$ cat src/tpcs_pkg.sv
// Package: shared types, constants and register codes of the touch calibrate/smooth unit.
`default_nettype none

package tpcs_pkg;

    // Default plate size in whole mm
    localparam int PLATE_WIDTH_DEF  = 256;
    localparam int PLATE_HEIGHT_DEF = 256;

    // Field and port widths
    localparam int RAW_W      = 10;
    localparam int PRESS_W    = 12;
    localparam int POS_W      = 16;
    localparam int ALPHA_W    = 9;
    localparam int INV_W      = 2;
    localparam int CFG_IDX_W  = 3;
    localparam int CFG_DATA_W = 12;

    // Internal datapath widths
    localparam int Q_W       = 24;  // Q16.8 filter state
    localparam int DIFF_W    = 12;  // signed raw differences
    localparam int MAG_W     = 11;  // magnitude of a raw difference
    localparam int MUL_A_W   = 12;
    localparam int MUL_B_W   = 25;
    localparam int PROD_W    = 37;
    localparam int SCALED_W  = 22;  // |num| * plate size
    localparam int DVD_W     = 35;  // scaled value with 13 fraction bits
    localparam int DIV_STEPS = 35;
    localparam int DIV_CNT_W = 6;

    localparam logic signed [Q_W-1:0] Q_MAX = 24'sh7FFFFF;
    localparam logic signed [Q_W-1:0] Q_MIN = -24'sh800000;
    localparam logic [ALPHA_W-1:0]    ALPHA_ONE = 9'd256;

    // Register indexes
    localparam logic [CFG_IDX_W-1:0] CFG_MIN_PRESSURE = 3'd0;
    localparam logic [CFG_IDX_W-1:0] CFG_RAW_X_MIN    = 3'd1;
    localparam logic [CFG_IDX_W-1:0] CFG_RAW_X_MAX    = 3'd2;
    localparam logic [CFG_IDX_W-1:0] CFG_RAW_Y_MIN    = 3'd3;
    localparam logic [CFG_IDX_W-1:0] CFG_RAW_Y_MAX    = 3'd4;
    localparam logic [CFG_IDX_W-1:0] CFG_INVERT_MASK  = 3'd5;
    localparam logic [CFG_IDX_W-1:0] CFG_FILTER_ALPHA = 3'd6;

    // Register reset values
    localparam logic [PRESS_W-1:0] MIN_PRESSURE_RST = 12'd10;
    localparam logic [RAW_W-1:0]   RAW_MIN_RST      = 10'd0;
    localparam logic [RAW_W-1:0]   RAW_MAX_RST      = 10'd1023;
    localparam logic [INV_W-1:0]   INVERT_RST       = 2'd0;
    localparam logic [ALPHA_W-1:0] ALPHA_RST        = 9'd64;

    // Sequencer states
    typedef enum logic [2:0] {
        ST_IDLE,
        ST_MAP,
        ST_DIV,
        ST_FIX,
        ST_SEED,
        ST_BLEND_A,
        ST_BLEND_B,
        ST_WRITE
    } t_state;

endpackage

`default_nettype wire

$ cat src/touch_position_calibrate_smooth_unit.sv
// Top level: touch sample calibration and exponential smoothing on one shared multiplier/divider.
//
//  channel  direction  handshake            payload
//  -------  ---------  -------------------  ----------------------------------
//  sample   in         i_valid / o_stall    i_raw_x, i_raw_y, i_pressure
//  result   out        o_valid / i_stall    o_valid_res, o_pos_x, o_pos_y
//  config   in         i_cfg_we             i_cfg_idx, i_cfg_data
//
// A touched sample runs, per axis, a multiply step, 35 steps of the shared restoring
// divider and a rounding step, then multiply-accumulate steps per axis (a seed step
// instead for the first touch) and a write step. An axis with equal span ends skips
// its divide and rounding. A sample below the pressure threshold goes from idle
// straight to the write state.
// Reset (synchronous, active low) loads the register defaults and clears the filter.
// A stalled result holds in the output register; the sequencer waits in its write
// state until that register frees up, and the input stalls whenever it is not idle.
`default_nettype none

module touch_position_calibrate_smooth_unit #(
    parameter int PLATE_WIDTH  = tpcs_pkg::PLATE_WIDTH_DEF,
    parameter int PLATE_HEIGHT = tpcs_pkg::PLATE_HEIGHT_DEF
) (
    input  wire logic                                i_clk,
    input  wire logic                                i_rst_n,
    // sample channel
    input  wire logic                                i_valid,
    output logic                                     o_stall,
    input  wire logic [tpcs_pkg::RAW_W-1:0]          i_raw_x,
    input  wire logic [tpcs_pkg::RAW_W-1:0]          i_raw_y,
    input  wire logic [tpcs_pkg::PRESS_W-1:0]        i_pressure,
    // result channel
    output logic                                     o_valid,
    input  wire logic                                i_stall,
    output logic                                     o_valid_res,
    output logic signed [tpcs_pkg::POS_W-1:0]        o_pos_x,
    output logic signed [tpcs_pkg::POS_W-1:0]        o_pos_y,
    // configuration port
    input  wire logic                                i_cfg_we,
    input  wire logic [tpcs_pkg::CFG_IDX_W-1:0]      i_cfg_idx,
    input  wire logic [tpcs_pkg::CFG_DATA_W-1:0]     i_cfg_data
);

    localparam int Q_W    = tpcs_pkg::Q_W;
    localparam int PROD_W = tpcs_pkg::PROD_W;

    // Plate scale factors: multiplier operand and half span in Q16.8
    localparam logic signed [tpcs_pkg::MUL_B_W-1:0] X_SCALE = 25'(PLATE_WIDTH);
    localparam logic signed [tpcs_pkg::MUL_B_W-1:0] Y_SCALE = 25'(PLATE_HEIGHT);
    localparam logic signed [PROD_W-1:0] X_OFFSET = 37'(PLATE_WIDTH * 2048);
    localparam logic signed [PROD_W-1:0] Y_OFFSET = 37'(PLATE_HEIGHT * 2048);

    // Saturate a wide signed value to Q16.8
    function automatic logic signed [Q_W-1:0] sat_q(input logic signed [PROD_W-1:0] v);
        logic signed [Q_W-1:0] r;
        if (v > 37'(tpcs_pkg::Q_MAX)) begin
            r = tpcs_pkg::Q_MAX;
        end else if (v < 37'(tpcs_pkg::Q_MIN)) begin
            r = tpcs_pkg::Q_MIN;
        end else begin
            r = v[Q_W-1:0];
        end
        return r;
    endfunction

    // Round Q16.8 to whole 1/16 mm and saturate to 16 bits
    function automatic logic signed [tpcs_pkg::POS_W-1:0] round_pos(
        input logic signed [Q_W-1:0] s
    );
        logic signed [Q_W:0]   t;
        logic signed [16:0]    p;
        logic signed [tpcs_pkg::POS_W-1:0] r;
        t = 25'(s) + 25'sd128;
        p = t[Q_W:8];
        if (p > 17'sd32767) begin
            r = 16'sh7FFF;
        end else if (p < -17'sd32768) begin
            r = -16'sh8000;
        end else begin
            r = p[15:0];
        end
        return r;
    endfunction

    // Configuration registers
    logic [tpcs_pkg::PRESS_W-1:0] r_min_pressure;
    logic [tpcs_pkg::RAW_W-1:0]   r_x_min;
    logic [tpcs_pkg::RAW_W-1:0]   r_x_max;
    logic [tpcs_pkg::RAW_W-1:0]   r_y_min;
    logic [tpcs_pkg::RAW_W-1:0]   r_y_max;
    logic [tpcs_pkg::INV_W-1:0]   r_invert;
    logic [tpcs_pkg::ALPHA_W-1:0] r_alpha;

    // Sequencer and datapath registers
    tpcs_pkg::t_state r_state;
    tpcs_pkg::t_state n_state;
    logic [tpcs_pkg::RAW_W-1:0]     r_raw_x;
    logic [tpcs_pkg::RAW_W-1:0]     r_raw_y;
    logic                           r_touch;
    logic                           r_axis;
    logic                           r_neg;
    logic [tpcs_pkg::MAG_W-1:0]     r_dmag;
    logic [tpcs_pkg::MAG_W-1:0]     r_rem;
    logic [tpcs_pkg::DVD_W-1:0]     r_dvd;
    logic [tpcs_pkg::DIV_CNT_W-1:0] r_cnt;
    logic signed [Q_W-1:0]          r_map_x;
    logic signed [Q_W-1:0]          r_map_y;
    logic signed [Q_W-1:0]          r_smooth_x;
    logic signed [Q_W-1:0]          r_smooth_y;
    logic                           r_primed;
    logic signed [PROD_W-1:0]       r_acc;

    // Output register
    logic                             r_out_valid;
    logic                             r_out_valid_res;
    logic signed [tpcs_pkg::POS_W-1:0] r_out_pos_x;
    logic signed [tpcs_pkg::POS_W-1:0] r_out_pos_y;

    // Combinational datapath
    logic                               accept;
    logic                               out_free;
    logic [tpcs_pkg::RAW_W-1:0]         sel_raw;
    logic [tpcs_pkg::RAW_W-1:0]         sel_lo;
    logic [tpcs_pkg::RAW_W-1:0]         sel_hi;
    logic                               sel_inv;
    logic signed [tpcs_pkg::MUL_B_W-1:0] sel_scale;
    logic signed [PROD_W-1:0]           sel_offset;
    logic signed [Q_W-1:0]              sel_map;
    logic signed [Q_W-1:0]              sel_smooth;
    logic signed [tpcs_pkg::DIFF_W-1:0] d;
    logic signed [tpcs_pkg::DIFF_W-1:0] den;
    logic signed [tpcs_pkg::DIFF_W-1:0] num;
    logic [tpcs_pkg::MAG_W-1:0]         num_mag;
    logic [tpcs_pkg::MAG_W-1:0]         den_mag;
    logic                               den_zero;
    logic [tpcs_pkg::ALPHA_W-1:0]       alpha_eff;
    logic signed [tpcs_pkg::MUL_A_W-1:0] mul_a;
    logic signed [tpcs_pkg::MUL_B_W-1:0] mul_b;
    logic signed [PROD_W-1:0]           mul_p;
    logic [tpcs_pkg::DIFF_W:0]          div_diff;
    logic                               div_ge;
    logic [tpcs_pkg::DVD_W:0]           q_inc;
    logic signed [PROD_W-1:0]           q_signed;
    logic signed [Q_W-1:0]              fix_val;
    logic signed [PROD_W-1:0]           blend_sum;
    logic signed [Q_W-1:0]              blend_val;

    assign accept   = i_valid && !o_stall;
    assign out_free = !r_out_valid || !i_stall;

    // Select the axis being worked on
    always_comb begin
        if (r_axis) begin
            sel_raw    = r_raw_y;
            sel_lo     = r_y_min;
            sel_hi     = r_y_max;
            sel_inv    = r_invert[1];
            sel_scale  = Y_SCALE;
            sel_offset = Y_OFFSET;
            sel_map    = r_map_y;
            sel_smooth = r_smooth_y;
        end else begin
            sel_raw    = r_raw_x;
            sel_lo     = r_x_min;
            sel_hi     = r_x_max;
            sel_inv    = r_invert[0];
            sel_scale  = X_SCALE;
            sel_offset = X_OFFSET;
            sel_map    = r_map_x;
            sel_smooth = r_smooth_x;
        end
    end

    // Span differences and numerator of the linear map
    assign d        = $signed({2'b00, sel_raw}) - $signed({2'b00, sel_lo});
    assign den      = $signed({2'b00, sel_hi}) - $signed({2'b00, sel_lo});
    assign num      = sel_inv ? (den - d) : d;
    assign num_mag  = num[tpcs_pkg::DIFF_W-1] ? 11'(-num) : num[tpcs_pkg::MAG_W-1:0];
    assign den_mag  = den[tpcs_pkg::DIFF_W-1] ? 11'(-den) : den[tpcs_pkg::MAG_W-1:0];
    assign den_zero = (den == '0);

    assign alpha_eff = (r_alpha > tpcs_pkg::ALPHA_ONE) ? tpcs_pkg::ALPHA_ONE : r_alpha;

    // Shared multiplier operand selection
    always_comb begin
        case (r_state)
            tpcs_pkg::ST_BLEND_A: begin
                mul_a = $signed({3'b000, alpha_eff});
                mul_b = 25'(sel_map);
            end
            tpcs_pkg::ST_BLEND_B: begin
                mul_a = $signed({3'b000, tpcs_pkg::ALPHA_ONE - alpha_eff});
                mul_b = 25'(sel_smooth);
            end
            default: begin
                mul_a = $signed({1'b0, num_mag});
                mul_b = sel_scale;
            end
        endcase
    end

    assign mul_p = mul_a * mul_b;

    // One restoring divider step: one quotient bit a cycle
    assign div_diff = {1'b0, r_rem, r_dvd[tpcs_pkg::DVD_W-1]} - {2'b00, r_dmag};
    assign div_ge   = !div_diff[tpcs_pkg::DIFF_W];

    // Round half up from the quotient with one extra fraction bit, apply sign, recenter
    assign q_inc    = {1'b0, r_dvd} + 36'd1;
    assign q_signed = r_neg ? -$signed({2'b00, q_inc[tpcs_pkg::DVD_W:1]})
                            :  $signed({2'b00, q_inc[tpcs_pkg::DVD_W:1]});
    assign fix_val  = sat_q(q_signed - sel_offset);

    // Blend: accumulate the second product, round and floor by 256
    assign blend_sum = r_acc + mul_p + 37'sd128;
    assign blend_val = sat_q(blend_sum >>> 8);

    // Next state and handshake
    always_comb begin
        n_state = r_state;
        o_stall = (r_state != tpcs_pkg::ST_IDLE);
        case (r_state)
            tpcs_pkg::ST_IDLE: begin
                if (i_valid) begin
                    n_state = (i_pressure >= r_min_pressure) ? tpcs_pkg::ST_MAP
                                                             : tpcs_pkg::ST_WRITE;
                end
            end
            tpcs_pkg::ST_MAP: begin
                if (!den_zero) begin
                    n_state = tpcs_pkg::ST_DIV;
                end else if (!r_axis) begin
                    n_state = tpcs_pkg::ST_MAP;
                end else begin
                    n_state = r_primed ? tpcs_pkg::ST_BLEND_A : tpcs_pkg::ST_SEED;
                end
            end
            tpcs_pkg::ST_DIV: begin
                if (r_cnt == '0) begin
                    n_state = tpcs_pkg::ST_FIX;
                end
            end
            tpcs_pkg::ST_FIX: begin
                if (!r_axis) begin
                    n_state = tpcs_pkg::ST_MAP;
                end else begin
                    n_state = r_primed ? tpcs_pkg::ST_BLEND_A : tpcs_pkg::ST_SEED;
                end
            end
            tpcs_pkg::ST_SEED: begin
                n_state = tpcs_pkg::ST_WRITE;
            end
            tpcs_pkg::ST_BLEND_A: begin
                n_state = tpcs_pkg::ST_BLEND_B;
            end
            tpcs_pkg::ST_BLEND_B: begin
                n_state = r_axis ? tpcs_pkg::ST_WRITE : tpcs_pkg::ST_BLEND_A;
            end
            tpcs_pkg::ST_WRITE: begin
                if (out_free) begin
                    n_state = tpcs_pkg::ST_IDLE;
                end
            end
            default: begin
                n_state = tpcs_pkg::ST_IDLE;
            end
        endcase
    end

    // State register
    always_ff @(posedge i_clk) begin
        if (!i_rst_n) begin
            r_state <= tpcs_pkg::ST_IDLE;
        end else begin
            r_state <= n_state;
        end
    end

    // Configuration writes
    always_ff @(posedge i_clk) begin
        if (!i_rst_n) begin
            r_min_pressure <= tpcs_pkg::MIN_PRESSURE_RST;
            r_x_min        <= tpcs_pkg::RAW_MIN_RST;
            r_x_max        <= tpcs_pkg::RAW_MAX_RST;
            r_y_min        <= tpcs_pkg::RAW_MIN_RST;
            r_y_max        <= tpcs_pkg::RAW_MAX_RST;
            r_invert       <= tpcs_pkg::INVERT_RST;
            r_alpha        <= tpcs_pkg::ALPHA_RST;
        end else if (i_cfg_we) begin
            case (i_cfg_idx)
                tpcs_pkg::CFG_MIN_PRESSURE: r_min_pressure <= i_cfg_data;
                tpcs_pkg::CFG_RAW_X_MIN:    r_x_min  <= i_cfg_data[tpcs_pkg::RAW_W-1:0];
                tpcs_pkg::CFG_RAW_X_MAX:    r_x_max  <= i_cfg_data[tpcs_pkg::RAW_W-1:0];
                tpcs_pkg::CFG_RAW_Y_MIN:    r_y_min  <= i_cfg_data[tpcs_pkg::RAW_W-1:0];
                tpcs_pkg::CFG_RAW_Y_MAX:    r_y_max  <= i_cfg_data[tpcs_pkg::RAW_W-1:0];
                tpcs_pkg::CFG_INVERT_MASK:  r_invert <= i_cfg_data[tpcs_pkg::INV_W-1:0];
                tpcs_pkg::CFG_FILTER_ALPHA: r_alpha  <= i_cfg_data[tpcs_pkg::ALPHA_W-1:0];
                default: begin
                end
            endcase
        end
    end

    // Filter state
    always_ff @(posedge i_clk) begin
        if (!i_rst_n) begin
            r_smooth_x <= '0;
            r_smooth_y <= '0;
            r_primed   <= 1'b0;
        end else begin
            case (r_state)
                tpcs_pkg::ST_SEED: begin
                    r_smooth_x <= r_map_x;
                    r_smooth_y <= r_map_y;
                    r_primed   <= 1'b1;
                end
                tpcs_pkg::ST_BLEND_B: begin
                    if (r_axis) begin
                        r_smooth_y <= blend_val;
                    end else begin
                        r_smooth_x <= blend_val;
                    end
                end
                default: begin
                end
            endcase
        end
    end

    // Working registers: sample latch, map, divider and accumulator
    always_ff @(posedge i_clk) begin
        case (r_state)
            tpcs_pkg::ST_IDLE: begin
                if (accept) begin
                    r_raw_x <= i_raw_x;
                    r_raw_y <= i_raw_y;
                    r_touch <= (i_pressure >= r_min_pressure);
                    r_axis  <= 1'b0;
                end
            end
            tpcs_pkg::ST_MAP: begin
                if (den_zero) begin
                    // Degenerate span maps to zero
                    if (r_axis) begin
                        r_map_y <= '0;
                    end else begin
                        r_map_x <= '0;
                    end
                    r_axis <= ~r_axis;
                end else begin
                    r_dvd  <= {mul_p[tpcs_pkg::SCALED_W-1:0], 13'd0};
                    r_rem  <= '0;
                    r_dmag <= den_mag;
                    r_neg  <= num[tpcs_pkg::DIFF_W-1] ^ den[tpcs_pkg::DIFF_W-1];
                    r_cnt  <= 6'(tpcs_pkg::DIV_STEPS - 1);
                end
            end
            tpcs_pkg::ST_DIV: begin
                r_rem <= div_ge ? div_diff[tpcs_pkg::MAG_W-1:0]
                                : {r_rem[tpcs_pkg::MAG_W-2:0], r_dvd[tpcs_pkg::DVD_W-1]};
                r_dvd <= {r_dvd[tpcs_pkg::DVD_W-2:0], div_ge};
                r_cnt <= r_cnt - 6'd1;
            end
            tpcs_pkg::ST_FIX: begin
                if (r_axis) begin
                    r_map_y <= fix_val;
                end else begin
                    r_map_x <= fix_val;
                end
                r_axis <= ~r_axis;
            end
            tpcs_pkg::ST_BLEND_A: begin
                r_acc <= mul_p;
            end
            tpcs_pkg::ST_BLEND_B: begin
                r_axis <= ~r_axis;
            end
            default: begin
            end
        endcase
    end

    // Output register: load in the write state, drop on transfer
    always_ff @(posedge i_clk) begin
        if (!i_rst_n) begin
            r_out_valid <= 1'b0;
        end else if (r_state == tpcs_pkg::ST_WRITE && out_free) begin
            r_out_valid <= 1'b1;
        end else if (!i_stall) begin
            r_out_valid <= 1'b0;
        end
    end

    always_ff @(posedge i_clk) begin
        if (r_state == tpcs_pkg::ST_WRITE && out_free) begin
            r_out_valid_res <= r_touch;
            r_out_pos_x     <= r_touch ? round_pos(r_smooth_x) : '0;
            r_out_pos_y     <= r_touch ? round_pos(r_smooth_y) : '0;
        end
    end

    assign o_valid     = r_out_valid;
    assign o_valid_res = r_out_valid_res;
    assign o_pos_x     = r_out_pos_x;
    assign o_pos_y     = r_out_pos_y;

endmodule

`default_nettype wire

$ cat config.mk
export PLATFORM = sky130hd
export DESIGN_NAME = touch_position_calibrate_smooth_unit
export DESIGN_NICKNAME = d
export VERILOG_FILES = /design/src/tpcs_pkg.sv /design/src/touch_position_calibrate_smooth_unit.sv
export SDC_FILE = /design/constraint.sdc
export NUM_CORES = 1
export LEC_CHECK = 0
export BUFFER_PORTS_ARGS = -buffer_cell sky130_fd_sc_hd__buf_2
export CORE_ASPECT_RATIO = 0.8
export CORE_MARGIN = 2
export CORE_UTILIZATION = 50
export CTS_CLUSTER_SIZE = 40
export DETAILED_ROUTE_END_ITERATION = 8
export GPL_ROUTABILITY_DRIVEN = 0
export PLACE_DENSITY_LB_ADDON = 0.08
export REMOVE_ABC_BUFFERS = 1
export SYNTH_ARGS = -nofsm -noshare
export SYNTH_HDL_FRONTEND = slang
export SYNTH_SLANG_ARGS = --single-unit
$ cat constraint.sdc
create_clock -name i_clk -period 23.8 [get_ports i_clk]
set_input_delay 2.38 -clock i_clk [delete_from_list [all_inputs] [get_ports i_clk]]
set_output_delay 2.38 -clock i_clk [all_outputs]
set_load 0.01 [all_outputs]
==> results of run 1 <==
final cells by class:
| type | count | area (sq um) | share of cell area |
|---|---|---|---|
| Multi-Input combinational cell | 2456 | 19800 | 0.607 |
| Sequential cell | 320 | 8450 | 0.259 |
| Inverter | 385 | 1450 | 0.0444 |
| Clock buffer | 59 | 1130 | 0.0347 |
| Tap cell | 779 | 975 | 0.0299 |
| Timing Repair Buffer | 122 | 701 | 0.0215 |
| Clock inverter | 9 | 100 | 0.00307 |
| Antenna cell | 2 | 5.00 | 0.000154 |
Yosys cell counts (all sizes together), types with 49 or more instances:
library cell,n
ha,209
clkbuf,97
a21oi,131
dfxtp,116
a31oi,49
nand2,486
inv,384
xnor2,153
nor2b,54
fa,240
xor2,61
nor2,132
a21o,49
mux2i,84
a21boi,49
nand3,84
o21ai,102
edfxtp,204
registers in the layout (all words and copies together), names as in the netlist, 6 cells and up:
register / cells
r_acc: 37
r_dvd: 35
r_map_x: 24
r_map_y: 24
r_smooth_x: 24
r_smooth_y: 24
o_pos_x: 16
o_pos_y: 16
r_min_pressure: 12
r_dmag: 11
r_rem: 11
r_raw_x: 10
r_raw_y: 10
r_x_max: 10
r_x_min: 10
r_y_max: 10
r_y_min: 10
r_alpha: 9
r_cnt: 6
cells by family (layout without fill, tap and decap cells):
| kind of cell | count (synthesis) | count (layout) | synth area share |
|---|---|---|---|
| mux | 109 | 109 | 0.0374 |
| simple gates | 1015 | 1015 | 0.162 |
| compound gates | 614 | 614 | 0.138 |
| xor+xnor | 217 | 217 | 0.0648 |
| other cells | 2 | 51 | 0.000251 |
| buf+inv | 518 | 575 | 0.0671 |
| flops | 320 | 320 | 0.282 |
| fa+ha+maj | 452 | 452 | 0.249 |
cell usage in the layout, fill, tap and decap left out, types with 39 or more instances in the layout:
master                      synthesis  layout
sky130_fd_sc_hd__nor2b_1           54      54
sky130_fd_sc_hd__and3_1            47      47
sky130_fd_sc_hd__buf_2             14      86
sky130_fd_sc_hd__nand2_1          486     485
sky130_fd_sc_hd__a31oi_1           49      48
sky130_fd_sc_hd__and2_1            44      44
sky130_fd_sc_hd__mux2i_1           84      84
sky130_fd_sc_hd__dfxtp_1          116     116
sky130_fd_sc_hd__a21o_1            49      49
sky130_fd_sc_hd__nor2_1           129     125
sky130_fd_sc_hd__xor2_1            61      61
sky130_fd_sc_hd__conb_1             2      49
sky130_fd_sc_hd__fa_1             240     240
sky130_fd_sc_hd__o21ai_0           99      98
sky130_fd_sc_hd__edfxtp_1         204     204
sky130_fd_sc_hd__a21boi_0          49      49
sky130_fd_sc_hd__a21oi_1          129     127
sky130_fd_sc_hd__xnor2_1          153     153
sky130_fd_sc_hd__ha_1             209     209
sky130_fd_sc_hd__inv_1            384     384
sky130_fd_sc_hd__nand3_1           81      81
sky130_fd_sc_hd__clkbuf_16          0      39
path summary, 6_finish.rpt:
path                                 from                         end  slack (ps)  depth (start not counted)
setup / recovery     r_axis$_SDFFCE_PN0P_  r_smooth_x[3]$_SDFFE_PN0P_        8430                         53
hold / removal    r_x_max[3]$_SDFFE_PN1P_     r_x_max[3]$_SDFFE_PN1P_         460                          2
setup reg to reg     r_axis$_SDFFCE_PN0P_  r_smooth_x[3]$_SDFFE_PN0P_        8430                         53
hold reg to reg   r_x_max[3]$_SDFFE_PN1P_     r_x_max[3]$_SDFFE_PN1P_         460                          2
worst max-delay path: cells and delay by family, from the launching register on:
| kind | cells | cell delay (ps) |
|---|---|---|
| AO/OA/AOI/OAI | 28 | 6920 |
| XOR/XNOR | 1 | 160 |
| adder cells (fa/ha/maj) | 10 | 3940 |
| buffers and inverters | 5 | 650 |
| flip-flops | 1 | 340 |
| multiplexers | 2 | 430 |
| AND/OR/NAND/NOR | 7 | 2690 |
per-stage QoR:
stage               setup WS (ps)  utilization  instance area [sq um]  hold slack, ps  std cells
floorplan                    7520            -                  29600             433       3161
global placement             9130        0.527                  31300             446       4062
detailed placement           8560        0.527                  31300             451       4062
CTS                          8580        0.548                  32600             466       4130
global route                 7160        0.548                  32600             486       4130
finish                       8430        0.548                  32600             464       4132
routing by layer:
layer	vias to the layer above	track usage	wire length, microns
li1	11200	-	-
met1	11700	0.382	37300
met2	746	0.423	36400
met3	106	0.0349	5230
met4	2	0.0577	1450
met5	-	0	13
==> flow_summary.json, run 1 <==
{
  "outcome": "finished, final reports clean",
  "vias_per_cell": 5.76,
  "die-width_microns": 278,
  "detailedPlacementHpwl_mm": 62.2,
  "cts_root_buf": "sky130_fd_sc_hd__clkbuf_16",
  "timing.setup.tns_ps": 0,
  "final_critical_path_required_period_ps": 15370,
  "crit_required_ps": 24200,
  "cts.htree.levels": 2,
  "synth_warnings": 0,
  "floorplan.initialDensity": 0.504,
  "worst_path_most_repeated_cell": "sky130_fd_sc_hd__a21oi_1",
  "cap_violations": 0,
  "nNetsFinal": 3823,
  "synth-edff-count": 204,
  "row_count": 80,
  "drcViolationCount": 0,
  "timing_max_transition_violations_final": 0,
  "timing.critical_path.slowest_stage_cell": "sky130_fd_sc_hd__and3_1",
  "cts_sink_cnt": 320,
  "die_y_microns": 223,
  "ios": 87,
  "max_fo_critical_path": 34,
  "setup.worst_path.end_class": "register",
  "cts-buffers-inserted": 37,
  "synth_seq_cells": 320,
  "ant_nets": 0,
  "worstPathArrival_ps": 15770,
  "post-cts-setup-buffer-count": 0,
  "rsz0062_at_grt": "no",
  "worstSetupPathType": "reg2reg",
  "postSynthAreaPerCell_sq_um": 9.23,
  "ys_seq_area_frac": 0.282,
  "globalRouteOverflowTotal": 0,
  "critPathMaxStageDelay_ps": 1000,
  "clk_latency_ps": 570,
  "cts_tree": "built",
  "first_global_vias": 23900,
  "number_of_antenna_violations_at_the_first_check_in_global_routing": 1,
  "final_setup_vio_count": 0,
  "grt_first_pass_wirelength_mm": 131,
  "n_fill_cell": 5463,
  "synth_top_flop_cell": "sky130_fd_sc_hd__edfxtp_1",
  "detail_route.first_pass.iterations": 5,
  "worst_setup_path_start_kind": "register",
  "holdCritPathClass": "reg2reg",
  "worst_setup_hold_path_clk_slew_ps": 60,
  "ctsHoldBuffers": 0,
  "buffer_levels_on_the_longest_clock_path": 3,
  "dr_total_vias": 23800,
  "groute.usage.overall": 0.264,
  "async_reset_ff_frac": 0,
  "layout_area_overhead_pct": 8.61,
  "placeableCoreArea_sq_um": 59500,
  "netlist.area_leader.share": 0.204,
  "detail_route.iter0.violations": 1778,
  "share_of_cells_above_drive_strength_1": 0.0770,
  "route.final.wire_length_mm": 80.5,
  "synthCells": 3247,
  "routedWlPerCell_microns": 19.5,
  "leading_cell_types_by_total_area_after_synthesis": "sky130_fd_sc_hd__edfxtp_1, sky130_fd_sc_hd__fa_1, sky130_fd_sc_hd__ha_1",
  "final.period_utilization": 0.646,
  "grt_max_degree": 85,
  "netlist_area_sq_um": 30000,
  "io_buffers": 86,
  "final-hold-violation-count": 0,
  "tightest_slew_ps": 1270,
  "cts.repair.resized": 0,
  "ys_types": 99,
  "timing.fmax_mhz": 65.0,
  "max_slew_margin": 0.153,
  "floorplan.die_area_sq_um": 61900,
  "synth.largest_area_cell": "sky130_fd_sc_hd__edfxtp_1",
  "final.setup_skew_ps": 24.9
}
Power of run 1 is not shown: default switching activity piles up to over one toggle a cycle in this logic, so the estimate is an artifact.
==> run 2, diff against run 1 <==
Clock period 23.8 ns to 15.6 ns, I/O delays scaled along.
==> flow_summary.json, run 2 (synthesized netlist as in run 1, its figures left out) <==
{
  "tightest_slew_ps": 1260,
  "n_fill_cell": 5399,
  "final.period_utilization": 0.904,
  "final.setup_skew_ps": 27.5,
  "worst_min_delay_path_startpoint": "r_x_max[7]$_SDFFE_PN1P_",
  "globalRouteOverflowTotal": 0,
  "worstPathArrival_ps": 14500,
  "placeableCoreArea_sq_um": 59500,
  "grt_first_pass_wirelength_mm": 131,
  "io_buffers": 86,
  "num_antenna_cells": 0,
  "first_global_vias": 24100,
  "reg.largest.list": "r_acc (37), r_dvd (35)",
  "dr_total_vias": 23800,
  "final_critical_path_required_period_ps": 14100,
  "max_slew_margin": 0.154,
  "worst_setup_hold_path_clk_slew_ps": 60,
  "layout_commonest_cell": "sky130_fd_sc_hd__nand2_1",
  "floorplan.die_area_sq_um": 61900,
  "routedWlPerCell_microns": 19.8,
  "grt_max_degree": 85,
  "wl_met3_mm": 5.94,
  "cap_violations": 0,
  "cts-buffers-inserted": 38,
  "route.final.wire_length_mm": 81.7,
  "nNetsFinal": 3826,
  "maxUsedRoutingLayer": "met5",
  "r2r_slack_ps": 1500,
  "ios": 87,
  "worstReg2RegStart": "r_axis$_SDFFCE_PN0P_",
  "buffer_levels_on_the_longest_clock_path": 3,
  "vias_per_cell": 5.76,
  "die-width_microns": 278,
  "most-common-layout-cells": "sky130_fd_sc_hd__nand2_1, sky130_fd_sc_hd__inv_1, sky130_fd_sc_hd__fa_1, sky130_fd_sc_hd__ha_1, sky130_fd_sc_hd__edfxtp_1",
  "crit-reg2reg-capture": "r_smooth_x[18]$_SDFFE_PN0P_",
  "detailedPlacementHpwl_mm": 62.8,
  "cts_tree": "built",
  "timing.critical_path.slowest_stage_cell": "sky130_fd_sc_hd__or4b_2",
  "timing.fmax_mhz": 70.9,
  "r2r_cells": 53,
  "worstSetupPathType": "reg2reg",
  "final-hold-violation-count": 0,
  "outcome": "finished, final reports clean",
  "cts_sink_cnt": 320,
  "clk_latency_ps": 570,
  "final_core_util": 0.549,
  "drcViolationCount": 0,
  "share_of_cells_above_drive_strength_1": 0.0802,
  "setup.worst_path.end_class": "register",
  "max_flop_register": "r_acc",
  "cts.htree.levels": 2,
  "cts_root_buf": "sky130_fd_sc_hd__clkbuf_16",
  "holdPathEnd": "r_x_max[7]$_SDFFE_PN1P_",
  "final_setup_vio_count": 0,
  "timing_max_transition_violations_final": 0,
  "critPathMaxStageDelay_ps": 660,
  "whs_path_depth": 2,
  "row_count": 80,
  "ant_nets": 0,
  "max_fo_critical_path": 34,
  "drt-met1-wl_mm": 37.2,
  "holdCritPathClass": "reg2reg",
  "die_y_microns": 223,
  "worst_setup_path_start_kind": "register",
  "number_of_antenna_violations_at_the_first_check_in_global_routing": 1,
  "crit_required_ps": 16000,
  "worst_path_most_repeated_cell": "sky130_fd_sc_hd__a21oi_1",
  "rsz0062_at_grt": "no",
  "groute.usage.overall": 0.266,
  "detail_route.iter0.violations": 1911,
  "met2_length_mm": 36.7,
  "largest_reg_flops": 37,
  "floorplan.initialDensity": 0.504,
  "detail_route.first_pass.iterations": 6,
  "layout_area_overhead_pct": 8.87
}
## run 2: area by class of cell
class / instances / area (sq um) / share of cell area
clock buffers: 52 / 1110 / 0.0342
well taps: 779 / 975 / 0.0299
clock inverters: 16 / 171 / 0.00525
repair buffers: 124 / 716 / 0.0219
inverters: 385 / 1450 / 0.0443
multi-input cells: 2456 / 19800 / 0.606
flip-flops and latches: 320 / 8450 / 0.259
## run 2: worst max path at each step
stage	end	from
final	r_smooth_x[18]$_SDFFE_PN0P_	r_axis$_SDFFCE_PN0P_
after global placement	r_smooth_x[21]$_SDFFE_PN0P_	r_axis$_SDFFCE_PN0P_
after CTS	r_smooth_x[18]$_SDFFE_PN0P_	r_axis$_SDFFCE_PN0P_
after global routing	r_smooth_x[18]$_SDFFE_PN0P_	r_axis$_SDFFCE_PN0P_
after floorplan	r_smooth_y[17]$_SDFFE_PN0P_	r_axis$_SDFFCE_PN0P_
after detailed placement	r_smooth_x[14]$_SDFFE_PN0P_	r_axis$_SDFFCE_PN0P_
## run 2: per-layer routing
| metal | up-vias | GRT usage |
|---|---|---|
| met5 | - | 0 |
| met4 | 2 | 0.0755 |
| met3 | 118 | 0.0430 |
| met2 | 759 | 0.422 |
| met1 | 11700 | 0.376 |
| li1 | 11200 | - |
## run 2: through the flow
stage	setup slack [ps]	hold WS, ps	instance area [sq um]	setup TNS [ps]	cells
2_1_floorplan	-676	433	29600	-27520	3161
3_3_place_gp	1590	446	31300	0	4064
3_5_place_dp	1160	452	31300	0	4064
4_1_cts	1090	466	32600	0	4132
5_1_grt	336	488	32600	0	4132
6_report	1500	464	32600	0	4132
## run 2: what timing repair did
action,CTS,global route
setup endpoints to repair,0,23
gates resized for setup,0,2
hold buffers,0,0
setup buffers,0,0
## run 2: worst max-delay path: cells and delay by family (launching register included)
family / cells / cell delay, ps
AND/OR/NAND/NOR: 7 / 2240
multiplexers: 1 / 520
adder cells (fa/ha/maj): 10 / 4070
AO/OA/AOI/OAI: 28 / 5470
buffers and inverters: 5 / 920
flip-flops: 1 / 340
XOR/XNOR: 2 / 340
Power of run 2 is left out for the same reason.
